==> src/sv/tcopw_pkg.sv <==
// Shared types, constants and step decode for the OLED page-mode text writer.
// No dependencies; imported by tcopw_fmt and the top level.
package tcopw_pkg;

	// Default geometry and font size
	localparam int unsigned DEF_TEXT_COLUMNS = 16;
	localparam int unsigned DEF_TEXT_ROWS    = 4;
	localparam int unsigned DEF_GLYPH_COUNT  = 95;

	localparam int unsigned GLYPH_BYTES    = 16;
	localparam int unsigned HALF_STEPS     = 11;  // 3 commands + 8 data bytes per page
	localparam int unsigned STEPS_PER_CHAR = 22;

	localparam logic [7:0] PAGE_UPPER  = 8'hB7;
	localparam logic [7:0] PAGE_LOWER  = 8'hB6;
	localparam logic [7:0] COL_LO_MASK = 8'h0F;
	localparam logic [7:0] COL_HI_CMD  = 8'h10;
	localparam logic [7:0] CHAR_FIRST  = 8'h20;
	localparam logic [7:0] CHAR_LAST   = 8'h7E;
	localparam logic [2:0] ROW_MAX     = 3'd7;

	// Action codes
	localparam logic [1:0] ACT_PUT  = 2'd0;
	localparam logic [1:0] ACT_SET  = 2'd1;
	localparam logic [1:0] ACT_LOAD = 2'd2;

	// Status codes
	localparam logic [1:0] ST_OK     = 2'd0;
	localparam logic [1:0] ST_REJECT = 2'd1;
	localparam logic [1:0] ST_FULL   = 2'd2;
	localparam logic [1:0] ST_BADPOS = 2'd3;

	typedef struct packed {
		logic [1:0] action;
		logic [7:0] char_code;
		logic [2:0] row;
		logic [4:0] column;
		logic [6:0] glyph_index;
		logic [3:0] glyph_byte;
		logic [7:0] font_value;
	} item_t;

	typedef struct packed {
		logic       has_byte;
		logic [7:0] out_byte;
		logic       is_data;
		logic [1:0] status;
		logic       last;
	} result_t;

	typedef enum logic [1:0] {
		K_PAGE  = 2'd0,
		K_COLLO = 2'd1,
		K_COLHI = 2'd2,
		K_DATA  = 2'd3
	} step_kind_t;

	// What a step of the 22-beat character burst carries
	function automatic step_kind_t step_kind(input logic [4:0] step);
		logic [4:0] sub;
		sub = (step < 5'(HALF_STEPS)) ? step : 5'(step - 5'(HALF_STEPS));
		unique case (sub)
			5'd0:    step_kind = K_PAGE;
			5'd1:    step_kind = K_COLLO;
			5'd2:    step_kind = K_COLHI;
			default: step_kind = K_DATA;
		endcase
	endfunction

endpackage

==> src/sv/tcopw_fmt.sv <==
// Byte formatter shared by every beat of a character burst: page, column or glyph byte.
// Depends on tcopw_pkg.
module tcopw_fmt
	import tcopw_pkg::*;
(
	input  logic [4:0] step,
	input  logic [2:0] row,
	input  logic [4:0] column,
	input  logic [7:0] glyph_data,
	output logic [7:0] out_byte,
	output logic       is_data
);

	logic [7:0] page_base;
	logic [7:0] page_byte;
	logic [7:0] colpix;

	// One subtractor serves both page commands
	assign page_base = (step < 5'(HALF_STEPS)) ? PAGE_UPPER : PAGE_LOWER;
	assign page_byte = page_base - {4'd0, row, 1'b0};
	assign colpix    = {column, 3'b000};

	always_comb begin
		is_data = 1'b0;
		unique case (step_kind(step))
			K_PAGE:  out_byte = page_byte;
			K_COLLO: out_byte = colpix & COL_LO_MASK;
			K_COLHI: out_byte = (colpix >> 4) | COL_HI_CMD;
			K_DATA: begin
				out_byte = glyph_data;
				is_data  = 1'b1;
			end
			default: out_byte = 8'd0;
		endcase
	end

endmodule

==> config.mk <==
export PLATFORM = sky130hd
export DESIGN_NAME = tcopw_fmt
export DESIGN_NICKNAME = d
export VERILOG_FILES = /design/src/sv/tcopw_pkg.sv /design/src/sv/tcopw_fmt.sv
export SDC_FILE = /design/constraint.sdc
export NUM_CORES = 1
export LEC_CHECK = 0
export ABC_AREA = 0
export BUFFER_PORTS_ARGS = -buffer_cell sky130_fd_sc_hd__buf_2
export CORE_AREA = 2 2 39 41
export DETAILED_ROUTE_END_ITERATION = 16
export DIE_AREA = 0 0 41 43
export PLACE_DENSITY_LB_ADDON = 0.08
export SLEW_MARGIN = 30
export SYNTH_ARGS = -nofsm -noshare
export SYNTH_HDL_FRONTEND = slang
export SYNTH_SLANG_ARGS = --single-unit
==> constraint.sdc <==
create_clock -name vclk -period 3.7
set_input_delay 0.185 -clock vclk [all_inputs]
set_output_delay 0.185 -clock vclk [all_outputs]
set_load 0.03 [all_outputs]
## Word level (Yosys, flattened, before mapping)

Cells that the tools add are included.

| word-level totals | value |
|---|---|
| output and inout port bits | 9 |
| register bits | 0 |

| cells by class | value |
|---|---|
| add/subtract/negate cells | 2 |
| magnitude comparators | 1 |
| equal/unequal tests | 5 |
| reduce and logical (&&, ||, !) cells | 2 |
| mux-type cells | 5 |

Operators with widths:

| kind | count |
|---|---|
| $pmux 8 s4 | 1 |
| $sub 8x4->8 | 1 |
| $pmux 2 s3 | 1 |
| $eq 5x1->1 const B | 1 |
| $eq 5x2->1 const B | 1 |
| $logic_not 5->1 | 1 |
| $lt 5x4->1 const B | 1 |
| $mux 5 | 1 |
| $sub 5x4->5 const B | 1 |
| $eq 2x2->1 const B | 2 |
| $eq 2x1->1 const B | 1 |
| $logic_not 2->1 | 1 |
| $mux 1 | 2 |

## Longest topological paths before layout

Gate-level depths: netlist (run 1).

| logic depth | value |
|---|---|
| depth after elaboration | 6 |
| depth in mapped cells | 6 |
| gate-level depth less buffers | 6 |

## Least setup slack after synthesis (run 1)

OpenSTA, ideal clock, no wires.

| timing | value |
|---|---|
| kind | input to output |
| start | in step[0] |
| end | out out_byte[1] |
| path slack | 1.772 ns |
| arrival time | 1.743 ns |
| stages on the path | 6 |
| required time | 3.515 ns |
| buffers on the path | 0 |
| path through | ha_1 > nand2b_4 > or4_4 > o211ai_2 > o21ai_0 > a22oi_1 |

| between the ends | value |
|---|---|
| longest elaborated chain between the ends | 6 |
| elaborated cells on any way between the ends | 14 |
| classes of those cells | add/sub (2); order compare (1); eq/ne (5); mux (4); reduce/logical (2) |

Ends and longest elaborated chain:

| item | line | text |
|---|---|---|
| from (decl) | tcopw_fmt.sv:6 | `input logic [4:0] step,` |
| $sub 5x4->5 or $lt 5x4->1 (tied branches) | tcopw_pkg.sv:61, tcopw_fmt.sv:19 |  |
| $mux 5 | tcopw_pkg.sv:61 | `sub = (step < 5'(HALF_STEPS)) ? step : 5'(step - 5'(HALF_STEPS));` |
| $eq 5x2->1 (tied with other cells) | tcopw_pkg.sv:62 | `unique case (sub)` |
| $pmux 2 s3 | tcopw_pkg.sv:62 |  |
| $eq 2x2->1 (tied with other cells) | tcopw_fmt.sv:25 | `unique case (step_kind(step))` |
| $pmux 8 s4 * | tcopw_fmt.sv:25 |  |
| to (decl) | tcopw_fmt.sv:10 | `output logic [7:0] out_byte,` |

Every way passes the cells marked *; elsewhere a longest branch is shown, timed or not.

## Worst setup path after layout (run 1)

| timing | value |
|---|---|
| start | in step[0] |
| end | out out_byte[3] |

Same word-level chain as after synthesis.

==> qor.yml, run 1 <==
routing:
  drt-total-wl_mm: 1.020
  detail_route.iter0.violations: 4
  vias: 456
  post_drt_wl_per_cell_um: 11.21
  drc: 0
  postRouteAntennaNets: 0
  viasPerCell: 5.011
  drtPass1Iterations: 3
timing:
  hold_violations: 0
  setup_viol: 0
  slew_headroom_pct: 63.70
  post-route-period-util_pct: 57.48
  finalCriticalPeriod_ns: 2.127
  setup-tns-final_ns: 0
  rsz0062_at_grt: "false"
  fmaxAchievable_ghz: 0.4702
  worst_slew_pin_slew_ns: 0.5389
  slew_violations: 0
die:
  die_w_um: 41
  die_y_um: 43
  core_area_sq_um: 1384
  fp.dieArea_sq_um: 1763
  io_pins: 30
  start_util_pct: 24.23
  num_rows: 14
run:
  cap_violations: 0
worst_setup_path:
  path_common_cell: "buf_2"
  required_ns: 3.51
  setup.worst_path.class: "input pin to primary output"
  critPathMaxStageDelay_ns: 0.48
  worstPathArrival_ns: 1.94
  path_cells: "buf_2, ha_1, nand2b_4, or4_4, o211ai_2, nor3_2, o32a_1, buf_2"
  end_kind: "primary output"
  cp_slowest_cell: "or4_4"
  crit_fanout: 10
  startpoint_type: "input pin"
global_route:
  antenna_found_initial: 0
  globalRouteOverflowTotal: 0
  grt_max_degree: 11
  grt_pass1_vias: 398
  grt_usage_pct: 11.99
  grt_pass1_wl_mm: 1.593
synth:
  synth_top_area_cell: "nand2_1"
  synth_top_area_share_pct: 10.07
  synth.yosys.seq_area_share_pct: 0
  yosysWarnings: 0
  synth_cell_types: 29
  synth_fp_nets: 68
  synth_area_sq_um: 335.3
  synth_cells: 46
  synth_top_cells_by_area: "nand2_1 (10%), and2_1 (5.6%), a22o_1 (5.2%), o21ai_4 (4.9%), o32ai_2 (4.9%)"
  avgSynthCellArea_sq_um: 7.290
layout:
  multiInputGateArea_sq_um: 322.8
  seq_area_sq_um: 0
  area_growth_pct: 49.25
  antenna_cells: 0
  layout-drive-gt1-share_pct: 53.33
  seq_cell_count: 0
  fillers: 152
  fin_nets: 99
  clkbuf_count: 0
  fin_cells: 91
pwr:
  power.density_nw_per_um2: 164.8
  ir_drop_mv: 0.03536
  p_leak_uw: 0.0002549
placed_design:
  dp.cells: 91
  port_buffers: 30
  routabilityCongestion: 0.6877
cts:
  ctsResizeCount: 0
  holdBufCountCts: 0
  cts_setup_buffers: 0
worst_hold_path:
  hold_start: "row[1]"
  hold_path_end: "out_byte[2]"
  min-delay-path-class: "input pin to primary output"
  min_path_cells: 3
outcome:
  status: "finished clean"
[worst max-delay path: cells and delay by family]
kind / cells / cell delay [ns]
AND/OR/NAND/NOR: 3 / 0.61
adder cells (fa/ha/maj): 1 / 0.27
AO/OA/AOI/OAI: 2 / 0.52
buffers and inverters: 2 / 0.35
[metrics by stage]
| stage | utilization (%) | power, uW | setup WS, ns | instance area, sq um | hold slack (ns) |
|---|---|---|---|---|---|
| 2_1_floorplan | - | 54.58 | 1.772 | 335.3 | 0.5688 |
| 3_3_place_gp | 36.17 | 82.54 | 1.627 | 500.5 | 0.6816 |
| 3_5_place_dp | 36.17 | 82.92 | 1.580 | 500.5 | 0.6839 |
| 4_1_cts | 36.17 | 83.14 | 1.584 | 500.5 | 0.6844 |
| 5_1_grt | 36.17 | 90.94 | 1.472 | 500.5 | 0.6914 |
| 6_report | 36.17 | 82.49 | 1.573 | 500.5 | 0.6826 |
[logic make-up (layout without fill, tap and decap cells)]
logic type	count (synthesis)	in the layout	synth area share [%]
and+or+nand+nor	23	23	42.54
AOI/OAI and AO/OA	19	19	50.00
buffers and inverters	3	32	3.731
adders and majority gates	1	1	3.731
[cell type report]
| class | instances | area share, % |
|---|---|---|
| multi-input combinational | 43 | 64.50 |
| timing repair buffer | 30 | 30.00 |
| tap | 16 | 4.000 |
| inverter | 2 | 1.500 |
[routing by layer]
| layer | wire length, um | up-vias | global-route usage [%] | share of wire [%] |
|---|---|---|---|---|
| li1 | - | 236 | - | - |
| met1 | 461 | 193 | 16.14 | 45 |
| met2 | 403 | 27 | 20.94 | 40 |
| met3 | 156 | 0 | 1.047 | 15 |
| met4 | 0 | 0 | 0 | 0 |
| met5 | 0 | - | 0 | 0 |
[placed cells by master, fill, tap and decap left out]
cell and n:
nor3_2 1, nand3_1 1, and2_1 3, o21ai_0 3, o21bai_1 1, o32a_1 1
a21o_2 1, o21ai_1 1, o21ai_4 1, a22oi_1 2, a21boi_1 1, o21a_1 2
and2_2 1, and4bb_2 1, ha_1 1, inv_1 2, a31oi_2 1, nand2b_1 1
buf_2 30, nand3b_1 1, o2bb2ai_1 1, nand2_1 9, o211ai_2 1, o32ai_2 1
nor2_1 2, a22o_1 2, or4_4 1, nand2b_4 1, and4_1 1
[where the power goes]
group	internal (uW)	switching [uW]
registers	0	0
clock network	0	0
logic	31.8	50.7
[synthesized netlist by cell type]
cell type  count
o21bai_1       1
or4_4          1
nand3b_1       1
nand3_1        1
nand2b_4       1
and4_1         1
o32a_1         1
o211ai_2       1
buf_2          1
inv_1          2
o2bb2ai_1      1
nor2_1         2
a21o_2         1
nor3_2         1
o21ai_0        3
nand2_1        9
a21boi_1       1
nand2b_1       1
and2_2         1
a31oi_2        1
o21a_1         2
a22o_1         2
and2_1         3
o21ai_1        1
ha_1           1
o21ai_4        1
o32ai_2        1
and4bb_2       1
a22oi_1        2
[worst max path at each step]
stage	startpoint	end	slack, ns	cells past startpoint
finish	step[0]	out_byte[3]	1.57	8
detailed placement	step[0]	out_byte[3]	1.58	8
floorplan	step[0]	out_byte[1]	1.77	6
global route	step[0]	out_byte[2]	1.47	8
global placement	step[0]	out_byte[3]	1.63	8
CTS	step[0]	out_byte[3]	1.58	8
(Power assumes the default switching activity.)
==> inputs of run 2 (changes only) <==
--- a/config.mk
+++ b/config.mk
@@ -5,7 +5,7 @@
 export SDC_FILE = /design/constraint.sdc
 export NUM_CORES = 1
 export LEC_CHECK = 0
-export ABC_AREA = 0
+export ABC_AREA = 1
 export BUFFER_PORTS_ARGS = -buffer_cell sky130_fd_sc_hd__buf_2
 export CORE_AREA = 2 2 39 41
 export DETAILED_ROUTE_END_ITERATION = 16
==> constraint.sdc (replaced) <==
create_clock -name vclk -period 2
set_input_delay 0.1 -clock vclk [all_inputs]
set_output_delay 0.1 -clock vclk [all_outputs]
set_load 0.03 [all_outputs]
==> run 2 against run 1 <==
Net effect: area after synthesis rose by 23%; sequential cell count did not move; combinational power rose by 140%; wire length rose by 7.4%; design area rose by 16%; highest routed layer unchanged; critical endpoint is now out_byte[0]; via count rose by 23%; non-clock buffer count did not move; global-route usage rose by 0.40 points; core utilization rose by 5.9 points.
==> qor.yml, run 2 <==
global_route:
  grt_pass1_wl_mm: 1.642
  antenna_found_initial: 0
  grt_usage_pct: 12.39
  grt_max_degree: 9
  globalRouteOverflowTotal: 0
  grt_pass1_vias: 456
die:
  die_w_um: 41
  start_util_pct: 29.75
  num_rows: 14
  die_y_um: 43
  io_pins: 30
  fp.dieArea_sq_um: 1763
  core_area_sq_um: 1384
timing:
  fin_ws_ns: 0.4121
  finalCriticalPeriod_ns: 1.588
  slew_violations: 0
  rsz0062_at_grt: "false"
  setup_viol: 0
  slew_headroom_pct: 80.60
  hold_violations: 0
  post-route-period-util_pct: 79.40
  worst_slew_pin_slew_ns: 0.2906
  fmaxAchievable_ghz: 0.6298
  setup-tns-final_ns: 0
layout:
  seq_cell_count: 0
  seq_area_sq_um: 0
  final_util_pct: 42.04
  fin_cells: 124
  area_growth_pct: 41.34
  clkbuf_count: 0
  multiInputGateArea_sq_um: 377.9
  fillers: 163
  fin_nets: 132
  layout-drive-gt1-share_pct: 42.59
  antenna_cells: 0
  final_cell_mix: "nand2_1 (30), buf_2 (30), nand3_1 (15), inv_1 (7), nand2_2 (6)"
worst_hold_path:
  min-delay-path-class: "input pin to primary output"
  hold_start: "glyph_data[5]"
  min_path_cells: 4
  hold_path_end: "out_byte[5]"
synth:
  synth_top_area_share_pct: 27.36
  synth.yosys.seq_area_share_pct: 0
  synth_common_cells: "nand2_1 (30), nand3_1 (15), inv_1 (7)"
  yosysWarnings: 0
  synth_area_sq_um: 411.6
  avgSynthCellArea_sq_um: 5.278
  post-synth-top-count-cell: "nand2_1"
  synth_top_area_cell: "nand2_1"
  synth_cell_types: 13
  synth_fp_nets: 100
  synth_top_cells_by_area: "nand2_1 (27%), nand3_1 (18%), nand2_4 (11%), nand2_2 (9.1%), nand3b_1 (7.3%)"
  synth_cells: 78
routing:
  postRouteAntennaNets: 0
  detail_route.iter0.violations: 2
  drc: 0
  post_drt_wl_per_cell_um: 8.831
  drtPass1Iterations: 2
  drt-total-wl_mm: 1.095
  viasPerCell: 4.540
  vias: 563
cts:
  holdBufCountCts: 0
  ctsResizeCount: 0
  cts_setup_buffers: 0
worst_setup_path:
  crit_fanout: 8
  end_kind: "primary output"
  setup.worst_path.class: "input pin to primary output"
  required_ns: 1.90
  startpoint_type: "input pin"
  worstPathArrival_ns: 1.49
pwr:
  seq_power_share_pct: 0
  p_sw_uw: 129.7
  intPower_uw: 64.51
  clock_power_share_pct: 0
  finalPower_uw: 194.3
  ir_drop_mv: 0.09483
  p_leak_uw: 0.0003565
  power_frac_comb_pct: 100.0
  swShare_pct: 66.79
  power.density_nw_per_um2: 333.9
outcome:
  status: "finished clean"
run:
  cap_violations: 0
placed_design:
  dp.cells: 124
  dp_hpwl_um: 928.6
  port_buffers: 30
  post-place-ws_ns: 0.3909
  routabilityCongestion: 0.7174
[run 2: cell count changes after synthesis, moves of 3 or more]
cell / delta
and2_1: -3
inv_1: +5
nand2_1: +21
nand2_2: +6
nand2_4: +4
nand3_1: +14
nand3b_1: +3
o21ai_0: -3
[run 2: worst max-delay path by stage]
stage / from / to / slack, ns / cells after the start
after floorplan: step[0] / out_byte[6] / 0.38 / 10
after global placement: step[0] / out_byte[3] / 0.40 / 13
after detailed placement: step[0] / out_byte[0] / 0.39 / 13
after CTS: step[0] / out_byte[0] / 0.39 / 13
after global routing: step[0] / out_byte[1] / 0.24 / 13
final: step[0] / out_byte[0] / 0.41 / 13
[run 2: final cells by class]
cell class	count	share of cell area, %
Timing Repair Buffer	30	25.81
Inverter	9	5.806
Tap cell	16	3.441
Multi-Input combinational cell	69	64.95
[run 2: cells by family (layout without fill, tap and decap cells)]
| family | count (synthesis) | count (layout) | share of synthesized area [%] |
|---|---|---|---|
| AND/OR/NAND/NOR | 65 | 65 | 84.50 |
| buffers and inverters | 9 | 39 | 8.209 |
| AO/OA/AOI/OAI | 3 | 3 | 4.256 |
| adder cells (fa/ha/maj) | 1 | 1 | 3.039 |
[run 2: power by group through the flow]
stage          combinational [uW]  sequential, uW  clock, uW
2_1_floorplan                 138               0          0
3_3_place_gp                  195               0          0
3_5_place_dp                  196               0          0
4_1_cts                       197               0          0
5_1_grt                       216               0          0
6_report                      194               0          0
[run 2: critical path, cell delays in order]
cell	delay, ns
buf_2	0.12
ha_1	0.22
inv_1	0.09
nand2_2	0.08
nand3_1	0.07
nand2_1	0.06
nand2_2	0.08
nand2_2	0.07
nor2_4	0.17
nand2_4	0.11
nand2_1	0.07
nand3_1	0.06
buf_2	0.18
[run 2: through the flow]
stage | cell area (sq um) | hold slack (ns)
floorplan | 411.6 | 0.4203
global placement | 581.8 | 0.5387
detailed placement | 581.8 | 0.5429
CTS | 581.8 | 0.5440
global route | 581.8 | 0.5641
finish | 581.8 | 0.5427
[run 2: metal layers]
layer / wire length [um] / vias to the layer above / global-route usage (%) / share of wire [%]
li1: - / 312 / - / -
met1: 516 / 233 / 14.56 / 47
met2: 496 / 18 / 24.38 / 45
met3: 83 / 0 / 0 / 7.6
met4: 0 / 0 / 0 / 0
met5: 0 / - / 0 / 0
==> inputs of run 3 (changes only) <==
==> constraint.sdc (replaced) <==
create_clock -name vclk -period 1.6
set_input_delay 0.08 -clock vclk [all_inputs]
set_output_delay 0.08 -clock vclk [all_outputs]
set_load 0.03 [all_outputs]
==> run 3 against run 2 <==
Net effect: global-route usage stayed put; sequential cell count unchanged; setup slack lost 0.28 ns; design area up 9.2%; cell count increased by 0.81%; count of clock-buffer cells in the layout is the same; via count rose by 2.3%; hold slack worse by 0.056 ns; critical path depth unchanged; critical path type unchanged; largest cell class unchanged; largest power group unchanged.
==> qor.yml, run 3 (synthesized netlist as in run 2, its figures left out) <==
timing:
  worst_slew_pin_slew_ns: 0.2927
  fmaxAchievable_ghz: 0.6791
  hold_violations: 0
  slew_headroom_pct: 80.47
  setup-tns-final_ns: 0
  setup_viol: 0
  post-route-period-util_pct: 92.03
  finalCriticalPeriod_ns: 1.472
  rsz0062_at_grt: "false"
  slew_violations: 0
global_route:
  grt_max_degree: 9
  grt_pass1_vias: 436
  antenna_found_initial: 0
  grt_pass1_wl_mm: 1.676
  grt_usage_pct: 12.39
  globalRouteOverflowTotal: 0
layout:
  seq_cell_count: 0
  seq_area_sq_um: 0
  fin_cells: 125
  area_growth_pct: 54.41
  clkbuf_count: 0
  antenna_cells: 0
  fin_nets: 133
  final_cell_mix: "nand2_1 (28), buf_2 (23), nand3_1 (15), nand2_2 (8), inv_1 (6)"
  layout-drive-gt1-share_pct: 46.79
  layout_commonest_cell: "nand2_1"
worst_setup_path:
  path_common_cell: "nand2_2"
  setup.worst_path.class: "input pin to primary output"
  crit_family: "simple AND/OR/NAND/NOR gates"
  critPathMaxStageDelay_ns: 0.20
  crit_buf_inv: 3
  startpoint_type: "input pin"
  required_ns: 1.52
  crit_fanout: 8
  cp_slowest_cell: "nor2_4"
  worstPathArrival_ns: 1.39
  path_cells: "buf_4, ha_4, inv_2, nand2_2, nand3_1, nand2_1, nand2_2, nand2_2, nor2_4, nand2_4, nand2_1, nand3_1, buf_2"
  end_kind: "primary output"
  cp-startpoint: "step[0]"
die:
  core_area_sq_um: 1384
  fp.dieArea_sq_um: 1763
  die_w_um: 41
  start_util_pct: 29.75
  io_pins: 30
  die_y_um: 43
  num_rows: 14
routing:
  post_drt_wl_per_cell_um: 8.960
  drc: 0
  viasPerCell: 4.608
  postRouteAntennaNets: 0
  detail_route.iter0.violations: 4
  vias: 576
  drt-total-wl_mm: 1.120
  drtPass1Iterations: 4
placed_design:
  port_buffers: 30
  routabilityCongestion: 0.7256
  dp.cells: 124
  dp_hpwl_um: 911.1
pwr:
  finalPower_uw: 272.8
  ir_drop_mv: 0.1361
  power.density_nw_per_um2: 429.2
  p_leak_uw: 0.0003702
cts:
  holdBufCountCts: 0
outcome:
  status: "finished clean"
run:
  cap_violations: 0
worst_hold_path:
  hold_start: "glyph_data[3]"
  min-delay-path-class: "input pin to primary output"
==> run 3: cell count changes in the layout (fill, tap and decap cells not counted), moves of 2 or more <==
cell     delta
buf_2       -7
buf_4       +5
buf_6       +3
nand2_1     -2
nand2_2     +2
==> run 3: area by class of cell <==
type               instances  area, sq um
repair buffers            31        186.4
inverters                  9        33.78
fillers                  171        748.2
multi-input cells         69        395.4
well taps                 16        20.02
==> run 3: final timing paths <==
kind  slack [ns]     endpoint  cells after the start
max         0.13  out_byte[2]                     13
min         0.49  out_byte[3]                      4
==> run 3: layer usage <==
| metal | up-vias | GRT usage (%) | share of wire [%] |
|---|---|---|---|
| met5 | - | 0 | 0 |
| li1 | 316 | - | - |
| met1 | 242 | 16.46 | 47 |
| met3 | 0 | 0 | 7.1 |
| met4 | 0 | 0 | 0 |
| met2 | 18 | 22.50 | 46 |
==> run 3: repair_timing <==
| item | in CTS | in global routing |
|---|---|---|
| endpoints found under the setup margin | 0 | 7 |
| setup buffers | 0 | 1 |
| gates resized for setup | 0 | 21 |
==> run 3: where the power goes <==
part           internal (uW)  total, uW  switching (uW)
clock network              0          0               0
registers                  0          0               0
logic                    104        273             169
total                    104        273             169
==> run 3: tightest hold or removal path: stages <==
cell,delay (ns)
buf_2,0.08
nand2_2,0.04
nand4_1,0.07
buf_6,0.13
==> run 3: metrics by stage <==
step	util (%)	instance area [sq um]	setup WS [ns]	hold WS, ns
3_3_place_gp	42.04	581.8	0.06707	0.4982
6_report	45.93	635.6	0.1275	0.4865
5_1_grt	45.93	635.6	0.001699	0.5184
3_5_place_dp	42.04	581.8	0.02927	0.5019
4_1_cts	42.04	581.8	0.02963	0.5022
2_1_floorplan	-	411.6	0.02343	0.3803
